===== src/hw/rtl/nicd_pkg.sv =====
// ============================================================================
// nicd_pkg
// Shared types, codes and constants of the NiCd charge controller.
// ============================================================================
`default_nettype none

package nicd_pkg;

  // Field widths.
  localparam int unsigned MvW    = 14;
  localparam int unsigned MaW    = 12;
  localparam int unsigned CountW = 4;
  localparam int unsigned CellsW = 3;
  localparam int unsigned AddrW  = 5;
  localparam int unsigned DataW  = 32;

  // Register indexes on the configuration port (byte address is 4 * index).
  localparam logic [2:0] RegRemovalLow = 3'd0;
  localparam logic [2:0] RegRemovalHigh = 3'd1;
  localparam logic [2:0] RegPresence = 3'd2;
  localparam logic [2:0] RegPreCurrent = 3'd3;
  localparam logic [2:0] RegFastCurrent = 3'd4;
  localparam logic [2:0] RegStackPreCurrent = 3'd5;
  localparam logic [2:0] RegStackFastCurrent = 3'd6;
  localparam logic [2:0] RegDvCountLimit = 3'd7;

  // Register reset values.
  localparam logic [MvW-1:0]    RemovalLowReset = 14'd50;
  localparam logic [MvW-1:0]    RemovalHighReset = 14'd5100;
  localparam logic [MvW-1:0]    PresenceReset = 14'd500;
  localparam logic [MaW-1:0]    PreCurrentReset = 12'd350;
  localparam logic [MaW-1:0]    FastCurrentReset = 12'd1600;
  localparam logic [MaW-1:0]    StackPreCurrentReset = 12'd30;
  localparam logic [MaW-1:0]    StackFastCurrentReset = 12'd80;
  localparam logic [CountW-1:0] DvCountLimitReset = 4'd3;

  // Fixed thresholds in millivolts and milliamperes.
  localparam logic [10:0]       PreChargeMvPerCell = 11'd1280;
  localparam logic [10:0]       RestartMvPerCell = 11'd1320;
  localparam logic [MvW-1:0]    SingleCellMaxMv = 14'd1500;
  localparam logic [MvW-1:0]    ArrayMinMv = 14'd2000;
  localparam logic [MvW-1:0]    FourCellMinMv = 14'd4000;
  localparam logic [MvW-1:0]    SevenCellMinMv = 14'd7000;
  localparam logic [MvW-1:0]    CurrentTolMa = 14'd30;
  localparam logic [CountW-1:0] DvThresholdSmallMv = 4'd10;
  localparam logic [CountW-1:0] DvThresholdLargeMv = 4'd8;
  localparam logic [CountW-1:0] DvCountMax = 4'd15;

  localparam logic [CellsW-1:0] CellsNone = 3'd0;
  localparam logic [CellsW-1:0] CellsOne = 3'd1;
  localparam logic [CellsW-1:0] CellsTwo = 3'd2;
  localparam logic [CellsW-1:0] CellsFour = 3'd4;
  localparam logic [CellsW-1:0] CellsSeven = 3'd7;

  typedef enum logic [2:0] {
    StageDetectCell  = 3'd0,
    StageDetectType  = 3'd1,
    StageDetectArray = 3'd2,
    StageCharging    = 3'd3,
    StageStop        = 3'd4
  } stage_e;

  typedef enum logic [1:0] {
    KindUnknown = 2'd0,
    KindSingle  = 2'd1,
    KindArray   = 2'd2
  } kind_e;

  typedef enum logic [1:0] {
    PhaseIdle = 2'd0,
    PhasePre  = 2'd1,
    PhaseFast = 2'd2
  } phase_e;

  typedef enum logic [1:0] {
    PwmKeep   = 2'd0,
    PwmZero   = 2'd1,
    PwmDetect = 2'd2
  } pwm_e;

  typedef struct packed {
    logic [MvW-1:0]    removal_low_mv;
    logic [MvW-1:0]    removal_high_mv;
    logic [MvW-1:0]    presence_mv;
    logic [MaW-1:0]    pre_current_ma;
    logic [MaW-1:0]    fast_current_ma;
    logic [MaW-1:0]    stack_pre_current_ma;
    logic [MaW-1:0]    stack_fast_current_ma;
    logic [CountW-1:0] dv_count_limit;
  } cfg_t;

  typedef struct packed {
    stage_e            stage;
    kind_e             kind;
    logic [CellsW-1:0] cells;
    phase_e            phase;
    logic [MaW-1:0]    target_ma;
    logic [MvW-1:0]    peak_mv;
    logic [CountW-1:0] dv_count;
    logic [MvW-1:0]    rest_mv;
  } state_t;

  typedef struct packed {
    stage_e            stage;
    kind_e             kind;
    logic [CellsW-1:0] cells;
    phase_e            phase;
    logic [MaW-1:0]    target_ma;
    logic              adjust;
    pwm_e              pwm;
    logic [MvW-1:0]    peak_mv;
    logic [CountW-1:0] dv_count;
  } result_t;

  // Per-pack voltage limit: cell count times a per-cell figure.
  function automatic logic [MvW-1:0] pack_limit(logic [CellsW-1:0] cells,
                                                logic [10:0] per_cell);
    logic [MvW-1:0] prod;
    prod = MvW'(cells) * MvW'(per_cell);
    return prod;
  endfunction

endpackage

`default_nettype wire


===== src/hw/rtl/nicd_regs.sv =====
// ============================================================================
// nicd_regs
// Configuration register file behind the APB-style port.
// ============================================================================
`default_nettype none

module nicd_regs (
  input  wire logic                        clk_i,
  input  wire logic                        rst_ni,
  input  wire logic                        psel,
  input  wire logic                        penable,
  input  wire logic                        pwrite,
  input  wire logic [nicd_pkg::AddrW-1:0]  paddr,
  input  wire logic [nicd_pkg::DataW-1:0]  pwdata,
  output logic      [nicd_pkg::DataW-1:0]  prdata,
  output logic                             pready,
  output nicd_pkg::cfg_t                   cfg_o
);

  nicd_pkg::cfg_t cfg_q;
  logic [2:0]     reg_idx;
  logic           wr_en;

  assign reg_idx = paddr[4:2];
  assign wr_en   = psel && penable && pwrite;
  assign pready  = 1'b1;
  assign cfg_o   = cfg_q;

  always_ff @(posedge clk_i or negedge rst_ni) begin
    if (!rst_ni) begin
      cfg_q.removal_low_mv        <= nicd_pkg::RemovalLowReset;
      cfg_q.removal_high_mv       <= nicd_pkg::RemovalHighReset;
      cfg_q.presence_mv           <= nicd_pkg::PresenceReset;
      cfg_q.pre_current_ma        <= nicd_pkg::PreCurrentReset;
      cfg_q.fast_current_ma       <= nicd_pkg::FastCurrentReset;
      cfg_q.stack_pre_current_ma  <= nicd_pkg::StackPreCurrentReset;
      cfg_q.stack_fast_current_ma <= nicd_pkg::StackFastCurrentReset;
      cfg_q.dv_count_limit        <= nicd_pkg::DvCountLimitReset;
    end else if (wr_en) begin
      case (reg_idx)
        nicd_pkg::RegRemovalLow:       cfg_q.removal_low_mv <= pwdata[13:0];
        nicd_pkg::RegRemovalHigh:      cfg_q.removal_high_mv <= pwdata[13:0];
        nicd_pkg::RegPresence:         cfg_q.presence_mv <= pwdata[13:0];
        nicd_pkg::RegPreCurrent:       cfg_q.pre_current_ma <= pwdata[11:0];
        nicd_pkg::RegFastCurrent:      cfg_q.fast_current_ma <= pwdata[11:0];
        nicd_pkg::RegStackPreCurrent:  cfg_q.stack_pre_current_ma <= pwdata[11:0];
        nicd_pkg::RegStackFastCurrent: cfg_q.stack_fast_current_ma <= pwdata[11:0];
        nicd_pkg::RegDvCountLimit:     cfg_q.dv_count_limit <= pwdata[3:0];
        default: begin
        end
      endcase
    end
  end

  always_comb begin
    case (reg_idx)
      nicd_pkg::RegRemovalLow:       prdata = 32'(cfg_q.removal_low_mv);
      nicd_pkg::RegRemovalHigh:      prdata = 32'(cfg_q.removal_high_mv);
      nicd_pkg::RegPresence:         prdata = 32'(cfg_q.presence_mv);
      nicd_pkg::RegPreCurrent:       prdata = 32'(cfg_q.pre_current_ma);
      nicd_pkg::RegFastCurrent:      prdata = 32'(cfg_q.fast_current_ma);
      nicd_pkg::RegStackPreCurrent:  prdata = 32'(cfg_q.stack_pre_current_ma);
      nicd_pkg::RegStackFastCurrent: prdata = 32'(cfg_q.stack_fast_current_ma);
      nicd_pkg::RegDvCountLimit:     prdata = 32'(cfg_q.dv_count_limit);
      default:                       prdata = '0;
    endcase
  end

endmodule

`default_nettype wire


===== src/hw/rtl/nicd_step.sv =====
// ============================================================================
// nicd_step
// Next-state and result logic for one measurement tick.
// ============================================================================
`default_nettype none

module nicd_step (
  input  wire nicd_pkg::cfg_t                cfg_i,
  input  wire nicd_pkg::state_t              state_i,
  input  wire logic [nicd_pkg::MvW-1:0]      voltage_mv_i,
  input  wire logic [nicd_pkg::MaW-1:0]      current_mv_ma_i,
  input  wire logic [nicd_pkg::MvW-1:0]      rest_voltage_mv_i,
  output nicd_pkg::state_t                   state_o,
  output nicd_pkg::result_t                  result_o
);

  nicd_pkg::state_t          st;
  nicd_pkg::pwm_e            pwm;
  logic                      adjust;
  logic [nicd_pkg::MvW-1:0]  cur_ext;
  logic [nicd_pkg::MvW-1:0]  tgt_ext;
  logic [nicd_pkg::CountW-1:0] dv_th;

  assign cur_ext = {2'b00, current_mv_ma_i};

  always_comb begin
    st     = state_i;
    pwm    = nicd_pkg::PwmKeep;
    adjust = 1'b0;
    tgt_ext = '0;
    dv_th   = nicd_pkg::DvThresholdSmallMv;

    // Cell pulled out: start over from presence detection.
    if (voltage_mv_i <= cfg_i.removal_low_mv || voltage_mv_i >= cfg_i.removal_high_mv) begin
      st.stage     = nicd_pkg::StageDetectCell;
      st.kind      = nicd_pkg::KindUnknown;
      st.cells     = nicd_pkg::CellsNone;
      st.phase     = nicd_pkg::PhaseIdle;
      st.target_ma = '0;
      st.peak_mv   = '0;
      st.dv_count  = '0;
      st.rest_mv   = '0;
      pwm          = nicd_pkg::PwmZero;
    end

    if (st.stage == nicd_pkg::StageCharging) begin
      if (st.rest_mv < nicd_pkg::pack_limit(st.cells, nicd_pkg::PreChargeMvPerCell)) begin
        st.target_ma = (st.cells == nicd_pkg::CellsSeven) ? cfg_i.stack_pre_current_ma
                                                          : cfg_i.pre_current_ma;
        st.phase     = nicd_pkg::PhasePre;
        st.rest_mv   = rest_voltage_mv_i;
      end else if (st.phase != nicd_pkg::PhaseFast) begin
        st.target_ma = (st.cells == nicd_pkg::CellsSeven) ? cfg_i.stack_fast_current_ma
                                                          : cfg_i.fast_current_ma;
        st.phase     = nicd_pkg::PhaseFast;
        adjust       = 1'b1;
      end

      if (st.phase != nicd_pkg::PhaseFast) begin
        tgt_ext = {2'b00, st.target_ma};
        if (cur_ext > tgt_ext + nicd_pkg::CurrentTolMa ||
            cur_ext + nicd_pkg::CurrentTolMa < tgt_ext) begin
          adjust = 1'b1;
        end
      end else begin
        dv_th = (st.cells > nicd_pkg::CellsTwo) ? nicd_pkg::DvThresholdLargeMv
                                               : nicd_pkg::DvThresholdSmallMv;
        if (voltage_mv_i > st.peak_mv) begin
          st.peak_mv  = voltage_mv_i;
          st.dv_count = '0;
        end
        if ({1'b0, st.peak_mv} > {1'b0, voltage_mv_i} + 15'(dv_th)) begin
          if (st.dv_count != nicd_pkg::DvCountMax) begin
            st.dv_count = st.dv_count + 4'd1;
          end
          if (st.dv_count > cfg_i.dv_count_limit) begin
            st.stage = nicd_pkg::StageStop;
            pwm      = nicd_pkg::PwmZero;
          end
        end
      end
    end

    case (st.stage)
      nicd_pkg::StageDetectCell: begin
        if (voltage_mv_i < cfg_i.presence_mv) begin
          pwm = nicd_pkg::PwmDetect;
        end else begin
          st.stage = nicd_pkg::StageDetectType;
          pwm      = nicd_pkg::PwmZero;
        end
      end
      nicd_pkg::StageDetectType: begin
        pwm = nicd_pkg::PwmZero;
        if (voltage_mv_i < nicd_pkg::SingleCellMaxMv) begin
          st.kind  = nicd_pkg::KindSingle;
          st.cells = nicd_pkg::CellsOne;
          st.stage = nicd_pkg::StageCharging;
        end else if (voltage_mv_i >= nicd_pkg::ArrayMinMv) begin
          st.kind  = nicd_pkg::KindArray;
          st.cells = nicd_pkg::CellsTwo;
          st.stage = nicd_pkg::StageDetectArray;
        end
      end
      nicd_pkg::StageDetectArray: begin
        pwm = nicd_pkg::PwmZero;
        if (voltage_mv_i >= nicd_pkg::SevenCellMinMv) begin
          st.cells = nicd_pkg::CellsSeven;
          st.stage = nicd_pkg::StageCharging;
        end else if (voltage_mv_i >= nicd_pkg::FourCellMinMv) begin
          st.cells = nicd_pkg::CellsFour;
          st.stage = nicd_pkg::StageCharging;
        end else if (voltage_mv_i >= nicd_pkg::ArrayMinMv) begin
          st.cells = nicd_pkg::CellsTwo;
          st.stage = nicd_pkg::StageCharging;
        end else begin
          st.kind  = nicd_pkg::KindUnknown;
          st.cells = nicd_pkg::CellsNone;
          st.stage = nicd_pkg::StageStop;
        end
      end
      nicd_pkg::StageStop: begin
        pwm        = nicd_pkg::PwmZero;
        st.rest_mv = rest_voltage_mv_i;
        if (st.rest_mv < nicd_pkg::pack_limit(st.cells, nicd_pkg::RestartMvPerCell)) begin
          st.stage = nicd_pkg::StageCharging;
        end
      end
      default: begin
      end
    endcase
  end

  assign state_o = st;

  assign result_o.stage     = st.stage;
  assign result_o.kind      = st.kind;
  assign result_o.cells     = st.cells;
  assign result_o.phase     = st.phase;
  assign result_o.target_ma = st.target_ma;
  assign result_o.adjust    = adjust;
  assign result_o.pwm       = pwm;
  assign result_o.peak_mv   = st.peak_mv;
  assign result_o.dv_count  = st.dv_count;

endmodule

`default_nettype wire


===== src/hw/rtl/nicd_charge_controller.sv =====
// ============================================================================
// nicd_charge_controller
// NiCd charger sequencer with negative-delta-V charge termination.
// ============================================================================
// Each accepted input beat is one measurement tick (pack voltage, charge
// current and a rest-voltage sample) and produces exactly one result beat with
// the stage, cell kind, pack size, charge phase, current target, an
// adjust request, a PWM action, the fast-charge peak voltage and the -dV count.
// The block has two registered stages: an input register that captures the
// tick, and a result register loaded by the charge logic, which also updates
// the controller state in the same cycle. A tick can therefore be accepted in
// every cycle while the output side is not stalled, and its result is loaded
// from the charge logic into the result register. The result register
// and the input register each hold one beat, so while a finished result waits
// to be taken the input stays ready only if the input register is empty; a
// held tick behind a waiting result stalls the input until the result goes.
// Thresholds and charge currents are set through the APB-style port at byte
// address 4 * index and should only be changed while no tick is in flight.
// ============================================================================
`default_nettype none

module nicd_charge_controller (
  input  wire logic                          clk_i,
  input  wire logic                          rst_ni,

  input  wire logic                          psel,
  input  wire logic                          penable,
  input  wire logic                          pwrite,
  input  wire logic [nicd_pkg::AddrW-1:0]    paddr,
  input  wire logic [nicd_pkg::DataW-1:0]    pwdata,
  output logic      [nicd_pkg::DataW-1:0]    prdata,
  output logic                               pready,

  input  wire logic                          in_valid_i,
  output logic                               in_ready_o,
  input  wire logic [nicd_pkg::MvW-1:0]      voltage_mv_i,
  input  wire logic [nicd_pkg::MaW-1:0]      current_mv_ma_i,
  input  wire logic [nicd_pkg::MvW-1:0]      rest_voltage_mv_i,

  output logic                               out_valid_o,
  input  wire logic                          out_ready_i,
  output logic [2:0]                         stage_o,
  output logic [1:0]                         cell_kind_o,
  output logic [nicd_pkg::CellsW-1:0]        pack_cells_o,
  output logic [1:0]                         charge_phase_o,
  output logic [nicd_pkg::MaW-1:0]           target_ma_o,
  output logic                               adjust_request_o,
  output logic [1:0]                         pwm_action_o,
  output logic [nicd_pkg::MvW-1:0]           peak_mv_o,
  output logic [nicd_pkg::CountW-1:0]        dv_count_o
);

  nicd_pkg::cfg_t    cfg;
  nicd_pkg::state_t  state_q;
  nicd_pkg::state_t  state_d;
  nicd_pkg::result_t result_d;
  nicd_pkg::result_t result_q;

  logic                      in_valid_q;
  logic [nicd_pkg::MvW-1:0]  voltage_q;
  logic [nicd_pkg::MaW-1:0]  current_q;
  logic [nicd_pkg::MvW-1:0]  rest_q;
  logic                      out_valid_q;
  logic                      out_free;
  logic                      step_fire;
  logic                      in_fire;

  nicd_regs u_regs (
    .clk_i   (clk_i),
    .rst_ni  (rst_ni),
    .psel    (psel),
    .penable (penable),
    .pwrite  (pwrite),
    .paddr   (paddr),
    .pwdata  (pwdata),
    .prdata  (prdata),
    .pready  (pready),
    .cfg_o   (cfg)
  );

  nicd_step u_step (
    .cfg_i             (cfg),
    .state_i           (state_q),
    .voltage_mv_i      (voltage_q),
    .current_mv_ma_i   (current_q),
    .rest_voltage_mv_i (rest_q),
    .state_o           (state_d),
    .result_o          (result_d)
  );

  // The result register can take a new beat when it is empty or being drained.
  assign out_free   = !out_valid_q || out_ready_i;
  // The held tick is processed, and the state advances, when its result fits.
  assign step_fire  = in_valid_q && out_free;
  assign in_ready_o = !in_valid_q || out_free;
  assign in_fire    = in_valid_i && in_ready_o;

  always_ff @(posedge clk_i or negedge rst_ni) begin
    if (!rst_ni) begin
      in_valid_q  <= 1'b0;
      out_valid_q <= 1'b0;
      state_q     <= '0;
    end else begin
      if (in_fire) begin
        in_valid_q <= 1'b1;
      end else if (step_fire) begin
        in_valid_q <= 1'b0;
      end
      if (step_fire) begin
        out_valid_q <= 1'b1;
        state_q     <= state_d;
      end else if (out_ready_i) begin
        out_valid_q <= 1'b0;
      end
    end
  end

  // Payload registers carry no reset; their valid bits qualify them.
  always_ff @(posedge clk_i) begin
    if (in_fire) begin
      voltage_q <= voltage_mv_i;
      current_q <= current_mv_ma_i;
      rest_q    <= rest_voltage_mv_i;
    end
    if (step_fire) begin
      result_q <= result_d;
    end
  end

  assign out_valid_o      = out_valid_q;
  assign stage_o          = result_q.stage;
  assign cell_kind_o      = result_q.kind;
  assign pack_cells_o     = result_q.cells;
  assign charge_phase_o   = result_q.phase;
  assign target_ma_o      = result_q.target_ma;
  assign adjust_request_o = result_q.adjust;
  assign pwm_action_o     = result_q.pwm;
  assign peak_mv_o        = result_q.peak_mv;
  assign dv_count_o       = result_q.dv_count;

endmodule

`default_nettype wire


===== config.mk =====
export PLATFORM = sky130hd
export DESIGN_NAME = nicd_charge_controller
export DESIGN_NICKNAME = d
export VERILOG_FILES = /design/src/hw/rtl/nicd_pkg.sv /design/src/hw/rtl/nicd_regs.sv /design/src/hw/rtl/nicd_step.sv /design/src/hw/rtl/nicd_charge_controller.sv
export SDC_FILE = /design/constraint.sdc
export NUM_CORES = 1
export LEC_CHECK = 0
export BUFFER_PORTS_ARGS = -buffer_cell sky130_fd_sc_hd__buf_4
export CORE_ASPECT_RATIO = 1.2
export CORE_MARGIN = 8
export CORE_UTILIZATION = 60
export CTS_CLUSTER_SIZE = 25
export DETAILED_ROUTE_END_ITERATION = 10
export GPL_TIMING_DRIVEN = 0
export PLACE_DENSITY = 0.82
export SLEW_MARGIN = 5
export SYNTH_ARGS = -nofsm -noshare
export SYNTH_HDL_FRONTEND = slang
export SYNTH_SLANG_ARGS = --single-unit

===== constraint.sdc =====
create_clock -name clk_i -period 7.8 [get_ports clk_i]
set_input_delay 1.56 -clock clk_i [delete_from_list [all_inputs] [get_ports clk_i]]
set_output_delay 1.56 -clock clk_i [all_outputs]
set_load 0.1 [all_outputs]

# Word-level counts from Yosys, hierarchy flattened
# Cells that the tools add are included.
# classes
n_addsub	4
mul	2
order_cmp	15
n_eq_ne	15
muxes	54
reduce_logical	23
# op_table
cell	n
32-bit one-hot mux with 8 select lines	1
18-bit two-way mux	4
14-bit two-way mux	5
54-bit two-way mux	1
46-bit two-way mux	1
14-bit less-than comparator	3
3-bit two-way mux	11
12-bit by 5-bit adder with 13-bit output (second input constant)	2
12-bit two-way mux	2
4-bit two-way mux	5
3-bit == test (second input constant)	6
2-bit two-way mux	9
8-bit two-way mux	2
2-bit AND reduction	8
14-bit by 4-bit adder with 15-bit output	1
14-bit by 15-bit greater-than comparator with 1-bit output	1
14-bit by 11-bit greater-or-equal comparator with 1-bit output (second input constant)	1
14-bit by 12-bit greater-or-equal comparator with 1-bit output (second input constant)	1
14-bit by 13-bit greater-or-equal comparator with 1-bit output (second input constant)	1
14-bit greater-or-equal comparator	1
12-bit by 14-bit greater-than comparator with 1-bit output	1
14-bit greater-than comparator	1
14-bit less-or-equal comparator	1
14-bit by 11-bit less-than comparator with 1-bit output (second input constant)	1
20 further kinds	43
# totals
register_bits	233
inputBits	84
output_inout_bits	78

# Depth between registers and ports, before layout
# Gate-level depths: netlist of run 1.
# logic_depth
depth_word	24
depth_mapped	37
mapped_depth_nobuf	33

# By module
# A second synthesis of run 1 with hierarchy kept.
# unflattened
hier_cells	1346
hier_area_um2	14948.1
# modules_own_cells
module	n_inst	cells_per_inst	area_per_inst_um2	seq_area_each_um2
nicd_step	1	802	5577.8	0.0
nicd_charge_controller	1	205	4797.1	3893.7
nicd_regs	1	339	4573.1	2394.8

# Worst setup path after synthesis of run 1
# Ideal clock, no wire load.
# synth_path
path_type	register -> register
start	register voltage_q[13] in the netlist's numbering
end	register result_q (netlist bit stage_o[0]), data pin
t_arrival_ns	6.774
required_ns	7.542
slack_ns	0.768
stages_incl_launch_ff	35
path_buffers	3
path_cell_list	edfxtp_1 > ha_1 > nand4_1 > nor2_1 > a2111oi_4 > o311a_2 > buf_6 > clkbuf_1 > and3_1 > inv_1 > ha_1 > a21o_1 > a21o_1 > a21oi_1 > nand2_1 > o21ai_1 > clkbuf_1 > nand2_1 > nor2_1 > ha_1 > nand3_1 > inv_1 > nand3_1 > mux2i_1 > inv_1 > ha_1 > nor2b_1 > o21a_1 > o21a_1 > o21ai_0 > a211oi_1 > a32oi_1 > nand2b_1 > o22a_1 > nand2_1
# synth_rtl
element	line	rtl
start, declared	nicd_charge_controller.sv:60	logic [nicd_pkg::MvW-1:0] voltage_q;
start signal, assigned	nicd_charge_controller.sv:121	voltage_q <= voltage_mv_i;
end signal, assigned	nicd_charge_controller.sv:126	result_q <= result_d;
end, declared	nicd_charge_controller.sv:57	nicd_pkg::result_t result_q;

# Final worst setup path of run 1
# layout_path
start	register u_regs.cfg_q (netlist bit u_regs.cfg_o[77])
end	register result_q (netlist bit adjust_request_o), data pin
# layout_via
elab_chain_len	13
# layout_lines
element	line	rtl
start, declared	nicd_regs.sv:20	nicd_pkg::cfg_t cfg_q;
14-bit greater-or-equal comparator *	nicd_step.sv:34	if (voltage_mv_i <= cfg_i.removal_low_mv || voltage_mv_i >= cfg_i.removal_high_mv) begin
1-bit logical OR *	nicd_step.sv:34	
54-bit two-way mux *	nicd_step.sv:34	
branches (longest 10 deep; another with 14-bit less-than comparator)	n/a	
# Mark *: on every way between the ends. The select of a mux whose other input is x is not followed.
# A chain may end at the register's enable or synchronous reset.

==> results of run 1 <==
-- final timing paths --
| kind | to | slack (ps) | cells past startpoint |
|---|---|---|---|
| setup / recovery | adjust_request_o$_SDFFCE_PP0P_ | 190 | 34 |
| max in group asynchronous | out_valid_o$_DFFE_PN0P_ | 5970 | 2 |
| min in group asynchronous | u_regs.cfg_o[79]$_DFFE_PN0P_ | 950 | 1 |
| hold reg to reg | state_q[24]$_DFFE_PN0P_ | 500 | 1 |
| hold / removal | state_q[24]$_DFFE_PN0P_ | 500 | 1 |
| setup reg to reg | adjust_request_o$_SDFFCE_PP0P_ | 190 | 34 |
-- synthesized netlist by cell type, types with 15 or more instances --
master | n | share of area, %
ha_1 | 121 | 11
nand2_1 | 120 | 3.2
mux2_2 | 117 | 9.4
dfrtp_1 | 108 | 19
inv_1 | 94 | 2.5
edfxtp_1 | 80 | 17
nor2_1 | 79 | 2.1
a21oi_1 | 68 | 2.4
o21ai_0 | 67 | 2.4
clkbuf_1 | 41 | 1.1
dfstp_2 | 34 | 6.4
a21o_1 | 31 | 1.7
nand3_1 | 31 | 1.1
and3_1 | 28 | 1.2
xor2_1 | 23 | 1.4
nand4_1 | 22 | 0.98
buf_4 | 21 | 1.1
mux2i_1 | 21 | 1.5
o21a_1 | 20 | 1.1
nor3_1 | 17 | 0.61
a22o_1 | 16 | 1.0
o31ai_1 | 15 | 0.80
-- worst reg2reg max path, delay by kind of cell (launching register included) --
kind / cells / cell delay, ps
xor gates and xnor gates: 1 / 160
DFF: 1 / 390
buffers and inverters: 7 / 1080
adders and majority gates: 6 / 1710
and+or+nand+nor: 4 / 690
AOI/OAI and AO/OA: 16 / 3290
-- stage by stage --
step / worst slack [ps] / power (mW) / cells / TNS [ps]
after floorplan: 768 / 2.88 / 1372 / 0
after global placement: -940 / 3.32 / 1805 / -12000
after detailed placement: -1200 / 3.37 / 1808 / -15840
after CTS: 20.1 / 4.59 / 1861 / 0
after global routing: -2.49 / 4.85 / 1877 / -2.49
final: 189 / 4.65 / 1877 / 0
-- layout make-up --
class / instances / area share [%]
Buffer: 75 / 2.51
Clock buffer: 26 / 3.66
Clock inverter: 17 / 1.27
Inverter: 94 / 2.13
Multi-Input combinational cell: 981 / 44.9
Sequential cell: 222 / 36.1
Tap cell: 315 / 2.37
Timing Repair Buffer: 147 / 7.02
-- power by group --
group / internal, mW / total [mW] / switching, mW
Combinational: 0.656 / 1.90 / 1.25
Clock: 0.701 / 1.19 / 0.485
Sequential: 1.43 / 1.56 / 0.134
Total: 2.79 / 4.65 / 1.86
-- cell families after synthesis --
group           after synthesis  share of synthesized area [%]
buf+inv                     169                           5.39
fa+ha+maj                   121                           10.8
xor+xnor                     32                           1.99
other cells                   2                         0.0534
mux                         140                           11.2
flops                       222                           42.7
simple gates                344                           11.6
compound gates              325                           16.3
-- registers in the layout, summed over array words and instances (netlist names) --
register,count
adjust_request_o,1
cell_kind_o,2
charge_phase_o,2
current_q,12
dv_count_o,4
in_valid_q,1
out_valid_o,1
pack_cells_o,3
peak_mv_o,14
pwm_action_o,2
rest_q,11
stage_o,3
state_q,46
target_ma_o,12
u_regs.cfg_o,94
voltage_q,14
-- cells in the final DEF (no fill, tap or decap), types with 10 or more instances in the layout --
cell type / netlist / final
buf_4: 21 / 165
ha_1: 121 / 120
nand2_1: 120 / 118
mux2_2: 117 / 117
dfrtp_1: 108 / 108
inv_1: 94 / 94
edfxtp_1: 80 / 80
nor2_1: 79 / 79
a21oi_1: 68 / 67
o21ai_0: 67 / 65
clkbuf_1: 41 / 40
dfstp_2: 34 / 34
nand3_1: 31 / 31
a21o_1: 31 / 31
and3_1: 28 / 28
clkbuf_16: 0 / 24
xor2_1: 23 / 23
nand4_1: 22 / 22
o21a_1: 20 / 20
mux2i_1: 21 / 20
conb_1: 2 / 19
nor3_1: 17 / 17
a22o_1: 16 / 16
a221oi_1: 13 / 13
o22ai_1: 13 / 13
o31ai_1: 15 / 13
a31oi_1: 11 / 11
nand2b_1: 10 / 10
-- repair_timing --
item | 4_1_cts | 5_1_grt
resized for setup | 13 | 15
pin swaps | 2 | 5
endpoints found under the setup margin | 19 | 14
hold buffers | 0 | 0
buffers inserted | 10 | 16
-- metal layers --
metal | track usage [%] | wire length (um) | vias to the layer above
met5 | 0 | 0 | -
li1 | - | - | 5331
met2 | 46.9 | 19500 | 544
met4 | 15.4 | 2070 | 0
met1 | 33.9 | 15900 | 5641
met3 | 4.37 | 2790 | 136
==> results.json, run 1 <==
{
  "run_status": "completed",
  "finalNetCount": 1750,
  "critPathLaunchType": "flip-flop",
  "antenna_found_initial": 0,
  "slowest_stage": "a2111oi_4",
  "initial_core_util_pct": 60.8,
  "slew_violations": 0,
  "fillers": 1663,
  "cp_max_fo": 10,
  "fin_skew_ps": 37.0,
  "place_congestion": 0.981,
  "antenna_left": 0,
  "grt_max_degree": 98,
  "vias_per_cell": 6.21,
  "crit_required_ps": 8030,
  "drive_gt1_share_pct": 26.2,
  "finalWirelength_mm": 40.3,
  "ys_ff_latch": 222,
  "critical_path_class": "reg2reg",
  "slew_headroom_pct": 20.1,
  "final_area_mm2": 0.0166,
  "ys_warn_count": 0,
  "drtIter0Drc": 967,
  "die_area_mm2": 0.0286,
  "core-area_mm2": 0.0231,
  "synth_edf_count": 80,
  "fp.dieW_um": 156,
  "multiInputGateArea_mm2": 0.00746,
  "n_antenna_cell": 0,
  "hold_slack_ps": 497,
  "synth_area_mm2": 0.0141,
  "seqCellArea_mm2": 0.00600,
  "first_pass_iters": 6,
  "final_util_pct": 71.8,
  "fmax_mhz": 131,
  "critPathTopFamily": "compound AO/OA/AOI/OAI gates",
  "hold_class": "reg2reg",
  "timing.critical_path.mode_cell": "a21o_1",
  "hold_violations": 0,
  "synthFlopType": "dfrtp_1",
  "post-route-drc-count": 0,
  "htreeDepth": 1,
  "critPathArrivalTime_ps": 7840,
  "grt_pass1_wl_mm": 63.4,
  "dp_hpwl_mm": 30.1,
  "synthDistinctLibCells": 81,
  "grt_use_total_pct": 27.9,
  "clock_latency_ps": 540,
  "cts_max_path_buffers": 3,
  "hp-start": "state_q[24]$_DFFE_PN0P_",
  "avgSynthCellArea_um2": 10.4,
  "vias": 11700,
  "worstSetupEndpointType": "flip-flop",
  "setup_violations": 0,
  "clkSinkCount": 222,
  "maxCapViolations": 0,
  "path_buf_inv": 7,
  "grt_overflow": 0,
  "worst_pin_slew_ps": 1190,
  "synth.yosys.seq_area_share_pct": 42.7,
  "numCtsBuffers": 24,
  "rr_startpoint": "u_regs.cfg_o[77]$_DFFE_PN0P_",
  "async_reset_ff_share_pct": 64.0,
  "cts_root_buf": "clkbuf_16",
  "cts.clk_slew.worst_paths_ps": 60,
  "port_buffers": 118,
  "power_density_mw_per_mm2": 280,
  "cts_tree": "yes",
  "synthCells": 1355,
  "peakVddDrop_mv": 0.199,
  "placed_area_mm2": 0.0155,
  "crit_path_max_incr_delay_ps": 490,
  "fin_crit_ps": 7610,
  "p_leak_nw": 7.51,
  "ios": 162,
  "rows": 61,
  "area_delta_synth_final_pct": 18.1,
  "startpoint": "u_regs.cfg_o[77]$_DFFE_PN0P_",
  "die_y_um": 184,
  "grt_pass1_vias": 11800,
  "wire_per_inst_um": 21.5,
  "period_share_pct": 97.6
}
Power figures use the tool's default switching activity.
==> run 2, diff against run 1 <==
==> constraint.sdc (replaced) <==
create_clock -name clk_i -period 7.8 [get_ports clk_i]
set_input_delay 0.39 -clock clk_i [delete_from_list [all_inputs] [get_ports clk_i]]
set_output_delay 0.39 -clock clk_i [all_outputs]
set_load 0.1 [all_outputs]
==> run 2 against run 1 <==
Against the previous run: clock skew shrank 2.8 ps; first-iteration DRC count grew 9.7%; flip-flop and latch count is the same; largest cell class unchanged; highest routed layer unchanged.
==> results.json, run 2 (synthesis gave the netlist of run 1 again) <==
{
  "critPathLaunchType": "flip-flop",
  "clock_latency_ps": 540,
  "die_area_mm2": 0.0286,
  "critical_path_class": "reg2reg",
  "slowest_stage": "a2111oi_4",
  "vias": 11700,
  "largest_reg_flops": 94,
  "vias_per_cell": 6.22,
  "path_buf_inv": 7,
  "crit_path_max_incr_delay_ps": 490,
  "worst_pin_slew_ps": 1180,
  "clkSinkCount": 222,
  "antenna_left": 0,
  "setup_violations": 0,
  "fmax_mhz": 131,
  "worstSetupEndpointType": "flip-flop",
  "power_mw": 4.65,
  "wire_per_inst_um": 21.4,
  "critPathArrivalTime_ps": 7850,
  "grt_pass1_vias": 11800,
  "slew_headroom_pct": 21.0,
  "final_cell_mix": "buf_4 (165), ha_1 (120), nand2_1 (118)",
  "crit_required_ps": 8040,
  "met1Wirelength_mm": 15.9,
  "ios": 162,
  "drtIter0Drc": 1061,
  "fin_setup_tns_ps": 0,
  "fin_crit_ps": 7610,
  "highest_layer": "met4",
  "p_leak_nw": 7.52,
  "maxCapViolations": 0,
  "area_delta_synth_final_pct": 18.2,
  "critPathTopFamily": "compound AO/OA/AOI/OAI gates",
  "initial_core_util_pct": 60.8,
  "numCtsBuffers": 24,
  "cts_tree": "yes",
  "core-area_mm2": 0.0231,
  "wl_met2_mm": 19.5,
  "cts_root_buf": "clkbuf_16",
  "grt_use_total_pct": 27.9,
  "cp_max_fo": 10,
  "grt_overflow": 0,
  "antenna_found_initial": 0,
  "rows": 61,
  "post-route-drc-count": 0,
  "hold_class": "in2reg",
  "fillers": 1664,
  "period_share_pct": 97.6,
  "finalWirelength_mm": 40.2,
  "cts_max_path_buffers": 3,
  "wl_met3_mm": 2.70,
  "peakVddDrop_mv": 0.199,
  "hold_slack_ps": 28.0,
  "htreeDepth": 1,
  "finalNetCount": 1751,
  "drive_gt1_share_pct": 26.2,
  "final_common_cell": "buf_4",
  "grt_pass1_wl_mm": 63.4,
  "fp.dieW_um": 156,
  "first_pass_iters": 5,
  "slew_violations": 0,
  "port_buffers": 118,
  "hold_violations": 0,
  "dp_hpwl_mm": 30.1,
  "fin_skew_ps": 34.2,
  "run_status": "completed",
  "cts.clk_slew.worst_paths_ps": 60,
  "die_y_um": 184,
  "n_antenna_cell": 0,
  "timing.critical_path.mode_cell": "a21o_1",
  "power_density_mw_per_mm2": 280,
  "grt_max_degree": 98,
  "place_congestion": 0.981
}
run 2: metrics by stage:
stage          worst slack [ps]  utilization (%)  instances  area, um2
3_3_place_gp               -940             66.6       1805      15400
6_report                    189             71.8       1878      16600
5_1_grt                   -2.49             71.8       1878      16600
3_5_place_dp              -1200             66.9       1808      15500
2_1_floorplan               768                -       1372      14100
4_1_cts                    20.1             71.1       1862      16400
run 2: worst paths after layout:
kind	from	end	slack [ps]	depth (start not counted)
max	u_regs.cfg_o[77]$_DFFE_PN0P_	adjust_request_o$_SDFFCE_PP0P_	190	34
min	voltage_mv_i[6]	voltage_q[6]$_DFFE_PP_	30	1
max reg2reg	u_regs.cfg_o[77]$_DFFE_PN0P_	adjust_request_o$_SDFFCE_PP0P_	190	34
min reg2reg	state_q[11]$_DFFE_PN0P_	state_q[11]$_DFFE_PN0P_	490	1
max in group asynchronous	rst_ni	out_valid_o$_DFFE_PN0P_	6560	3
min in group asynchronous	rst_ni	u_regs.cfg_o[79]$_DFFE_PN0P_	350	2
run 2: worst reg2reg max path: cells and delay by family, from the launching register on:
kind	cells	cell delay (ps)
DFF	1	380
xor gates and xnor gates	1	160
adders and majority gates	6	1720
buffers and inverters	7	1090
AOI/OAI and AO/OA	16	3280
and+or+nand+nor	4	680
run 2: cell type report:
type                    instances  area [um2]  share of cell area [%]
plain buffers                  75         417                    2.51
clock buffers                  26         608                    3.66
clock inverters                17         210                    1.27
inverters                      94         353                    2.12
multi-input cells             981        7460                    44.9
flip-flops and latches        222        6000                    36.1
well taps                     315         394                    2.37
repair buffers                148        1170                    7.07
run 2: what timing repair did:
action / CTS / global route
hold endpoints to repair: 39 / 0
setup endpoints to repair: 19 / 14
hold buffers: 1 / 0
pin swaps: 2 / 5
gates resized for setup: 13 / 15
buffers inserted: 10 / 16
run 2: routing by layer:
layer	track usage, %	vias up
met2	47.0	533
met5	0	-
met1	33.9	5681
li1	-	5337
met4	15.4	0
met3	4.37	137
run 2: report_power, final:
part           switching [mW]  internal (mW)  leakage [nW]
clock network           0.485          0.701         0.397
registers               0.133           1.43          2.53
logic                    1.24          0.656          4.59
total                    1.86           2.79          7.52
